File: config.mk
export PLATFORM = sky130hd
export DESIGN_NAME = ile_cell
export DESIGN_NICKNAME = d
export VERILOG_FILES = /design/src/design/ile_pkg.sv /design/src/design/ile_cell.sv
export SDC_FILE = /design/constraint.sdc
export NUM_CORES = 1
export LEC_CHECK = 0
export BUFFER_PORTS_ARGS = -buffer_cell sky130_fd_sc_hd__buf_2
export CAP_MARGIN = 20
export CORE_ASPECT_RATIO = 0.75
export CORE_MARGIN = 10
export CORE_UTILIZATION = 35
export CTS_CLUSTER_SIZE = 24
export DETAILED_ROUTE_END_ITERATION = 12
export GPL_ROUTABILITY_DRIVEN = 0
export HOLD_SLACK_MARGIN = 0.05
export PLACE_DENSITY_LB_ADDON = 0.25
export SYNTH_ARGS = -nofsm -noshare
export SYNTH_HDL_FRONTEND = slang
export SYNTH_SLANG_ARGS = --single-unit
File: constraint.sdc
create_clock -name clock -period 5.15 [get_ports clock]
set_clock_uncertainty 0.1 [all_clocks]
set_input_delay 1.2875 -clock clock [delete_from_list [all_inputs] [get_ports clock]]
set_output_delay 1.2875 -clock clock [all_outputs]
set_load 0.02 [all_outputs]
File: src/design/ile_pkg.sv
// Package for the indexed list engine: field widths, operation codes, sizing
// constants and the control word that the top level broadcasts to every cell.
// Depends on nothing; every other file of the block uses it.
package ile_pkg;

   localparam int unsigned DEF_CAPACITY = 64;
   localparam int unsigned GROUP_SIZE   = 32;
   localparam int unsigned DATA_W       = 32;
   localparam int unsigned FUNC_W       = 3;
   localparam int unsigned POS_W        = 7;
   localparam int unsigned LEN_W        = 7;

   localparam logic [DATA_W-1:0] MISS_VALUE = {DATA_W{1'b1}};

   typedef enum logic [FUNC_W-1:0] {
      FUNC_READ      = 3'd0,
      FUNC_INS_FRONT = 3'd1,
      FUNC_INS_BACK  = 3'd2,
      FUNC_INS_AT    = 3'd3,
      FUNC_DELETE    = 3'd4
   } func_type;

   typedef struct packed {
      logic              ins;
      logic              del;
      logic [DATA_W-1:0] value;
   } cell_ctrl_type;

endpackage

File: src/design/ile_cell.sv
// One list cell: holds a single entry and takes the new value or its
// left neighbor on an insert, right neighbor on a delete. Depends on ile_pkg.
module ile_cell #(
   parameter int unsigned INDEX = 0,
   parameter int unsigned PW    = 7
) (
   input  logic                          clock,
   input  ile_pkg::cell_ctrl_type        ctrl,
   input  logic [PW-1:0]                 pos,
   input  logic [ile_pkg::DATA_W-1:0]    left_data,
   input  logic [ile_pkg::DATA_W-1:0]    right_data,
   output logic [ile_pkg::DATA_W-1:0]    entry,
   output logic [ile_pkg::DATA_W-1:0]    hit_data
);
   import ile_pkg::*;

   localparam logic [PW-1:0] MyIndex = PW'(INDEX);

   logic [DATA_W-1:0] entry_ff;
   logic [DATA_W-1:0] entry_in;

   always_comb begin
      entry_in = entry_ff;
      if (ctrl.ins) begin
         if (pos == MyIndex) begin
            entry_in = ctrl.value;
         end else if (MyIndex > pos) begin
            entry_in = left_data;
         end
      end else if (ctrl.del && (MyIndex >= pos)) begin
         entry_in = right_data;
      end
   end

   always_ff @(posedge clock) begin
      entry_ff <= entry_in;
   end

   assign entry    = entry_ff;
   // Only the addressed cell puts its entry on the gather bus.
   assign hit_data = (pos == MyIndex) ? entry_ff : '0;

endmodule

[Yosys cells after proc, flatten, opt, wreduce, memory -nomap -nowiden]
Index checks and enable logic that the tools add are counted.
Word-level totals
  logic and storage cells: 13
  bits in registers: 32
  output and inout port bits: 64
  input bits: 106
Operators by class
  magnitude comparators: 2
  eq/ne operators: 1
  reduce and logical (&&, ||, !) cells: 4
  muxes and demuxes: 5
Operator list (number)
  32-bit two-way mux: 5
  1-bit by 7-bit greater-or-equal comparator with 1-bit output, first input constant: 1
  1-bit by 7-bit greater-than comparator with 1-bit output, first input constant: 1
  7-bit zero test: 1
  3-bit by 1-bit != test with 1-bit output, second input constant: 1
  2-bit AND reduction: 1
  2-bit nonzero test: 1
  1-bit logical AND: 1

[Logic depth before layout (Yosys ltp)]
  depth after elaboration: 4
  gate-level depth with buffers: 5
  depth with buffers taken out: 3

[Least setup slack after synthesis]
No wires, ideal clock.
  kind: input to output
  from: input pos[3]
  to: output hit_data[0] in the netlist's numbering
  buffers on the path: 1
  stages on the path: 3
  arrival time: 2256 ps
  required time: 3763 ps
  slack: 1507 ps
  cell sequence: nor3_2 -> clkbuf_1 -> and3_1
Between the ends
  cells in the longest elaborated chain, start to end: 2
RTL lines
  from (decl): RTL line ile_cell.sv:9  | input logic [PW-1:0] pos,
  7-bit zero test: RTL line ile_cell.sv:41  | assign hit_data = (pos == MyIndex) ? entry_ff : '0;
  32-bit two-way mux: RTL line ile_cell.sv:41
  to (decl): RTL line ile_cell.sv:13  | output logic [ile_pkg::DATA_W-1:0] hit_data
Every way passes these cells.

[Final worst setup path]
  from: input pos[3]
  to: output hit_data[20] in the netlist's numbering
Same word-level chain as after synthesis.

==> metrics.txt <==
Yosys top cell area share 0.4607; kind of critical path primary input to output pin; DR vias ~2400; fmax 0.2585 GHz; fillers 556; largest net degree at the start of global routing 65; total of cells resized after clock tree synthesis 0; Synth cell types 23; number of setup buffers added after CTS 0; GRT Total Usage 0.1594; PwrDens 190.9 mW/mm^2; DP Wirelength 6105 microns; Pre-antenna DRT Iters 4; area occupied by multi-input gates roughly 1000 sq um; WL/cell 17.64 microns; Post-synth EDFFs 32; placed inst area 0.002937 sq mm; CTS Buf Count 5; clock root cell clkbuf_8; RSZ-0062 raised after global routing false; cell area after layout ~0.0030 sq mm; post-synthesis sequential area ratio 0.4607; Relative slew margins 0.3904; clk buf depth 2; row cnt 24; final period utilization 0.7513; WP data required around 3.8 ns; Final Hold Fails 0; die span in y between 80 and 90 microns; CTS tree built; Sequential Area 960.9 sq um; Arrival @ worst endpoint 2.48 ns; Final setup viols 0; ranking of synthesized cells by area edfxtp_1 (46%), and3_1 (9.6%), a31oi_1 (5.4%); max reg flops 32; vias in the first global route 2439; synth warn 0; P&R area growth vs syn 44.63%; min cycle time layout 3.869 ns; leakage power total 1.540 nW; Initial Utilization 0.3599; total gr overflow 0; Yosys top cell by area edfxtp_1; I/O Pins 170; Async S/R FF share, synth 0; DR iter-0 viols 140; vias per inst between 5 and 6; Detail Route Antenna Nets 0; Worst-path clk slew 0.06 ns; # nets final roughly 490; IO buf count 169; Net Count, Synth 330; first-pass GRT wire length around 12000 microns; Startpoint Class primary input; Die Area roughly 0.0095 sq mm; DRT Wirelength 8080 microns; status complete, no violations; Slew Viols, Final 0; Synth Instances ~220; nature of the critical path endpoint output pin; Synth top cells by count and3_1 (32), edfxtp_1 (32), a21oi_1 (22); clk sinks 32; initial antenna violation count 0; Post-Syn Area around 0.0021 sq mm; Syn Area/Cell 9.311 sq um; DIE WIDTH 109.1 microns; ANT cells 0; hold-fix buffers at CTS 0; DRC Markers 0; # H-tree levels 2; area of the core just under 0.006 sq mm; layout cells sized above 1 0.4895; Seq cells post-synth 32; ys flop type edfxtp_1; crit path max fanout 64; worst-margin pin slew 0.9144 ns; setup TNS 0 ns; Hold WC Path Type primary input to register; Max-Cap Viols 0; VDD IR-drop max 0.00008946 V
==> metrics by stage <==
| stage | utilization | std cells | hold slack [ns] | total power, mW | setup slack [ns] |
|---|---|---|---|---|---|
| after floorplan | - | 224 | 1.403 | 0.3489 | 1.507 |
| after global placement | 0.5067 | 450 | 1.490 | 0.3966 | 1.277 |
| after detailed placement | 0.5067 | 450 | 1.496 | 0.3996 | 1.223 |
| after CTS | 0.5205 | 458 | 1.209 | 0.5824 | 1.278 |
| after global routing | 0.5205 | 458 | 1.211 | 0.6082 | 1.198 |
| final | 0.5205 | 458 | 1.218 | 0.5758 | 1.281 |
==> critical path, stage by stage <==
cell,delay (ns)
buf_2,0.12
nor3_4,0.16
buf_4,0.50
and3_1,0.24
buf_2,0.16
==> final cells by class <==
type / count / share of cell area
Clock inverter: 1 / 0.001244
Sequential cell: 32 / 0.3185
Clock buffer: 7 / 0.02530
Multi-Input combinational cell: 166 / 0.3310
Timing Repair Buffer: 173 / 0.2903
Inverter: 1 / 0.001244
Tap cell: 78 / 0.03235
==> cell families (layout without fill, tap and decap cells) <==
family                 Yosys count  after routing  synth area share
AND/OR/NAND/NOR                 93             93            0.2525
buffers and inverters           26            182           0.06358
AO/OA/AOI/OAI                   73             73            0.2232
flip-flops                      32             32            0.4607
==> cells in the final DEF, fill, tap and decap left out <==
cell        n
nand2_1    14
nor2_1     18
a21oi_1    22
nor2_8      1
clkbuf_1    2
nor3_4      1
o21ai_0    18
clkinv_1    1
inv_1       1
a221o_1    10
and3_1     32
buf_4       4
edfxtp_1   32
a31oi_1    18
or3_1       1
buf_2     169
and2_1     14
or4_4       1
o21a_1      1
nand3_1    10
a221o_2     4
clkbuf_8    5
nor4_4      1
==> routing by layer <==
layer | vias up | routed length, microns | global-route usage
li1 | 1157 | - | -
met1 | 1102 | 3299 | 0.1889
met2 | 108 | 3924 | 0.2741
met3 | 5 | 797 | 0.05104
met4 | 0 | 58 | 0.03584
met5 | - | 0 | 0
==> where the power goes <==
group	internal (mW)	switching, mW
logic	0.0517	0.0513
registers	0.290	0.000608
clock network	0.0940	0.0880
total	0.436	0.140
==> final timing paths <==
kind	start	to	slack [ns]	depth (start not counted)
worst max-delay path	pos[3]	hit_data[20]	1.28	5
worst min-delay path	right_data[30]	entry[30]	1.22	2
Power figures use the tool's default switching activity.
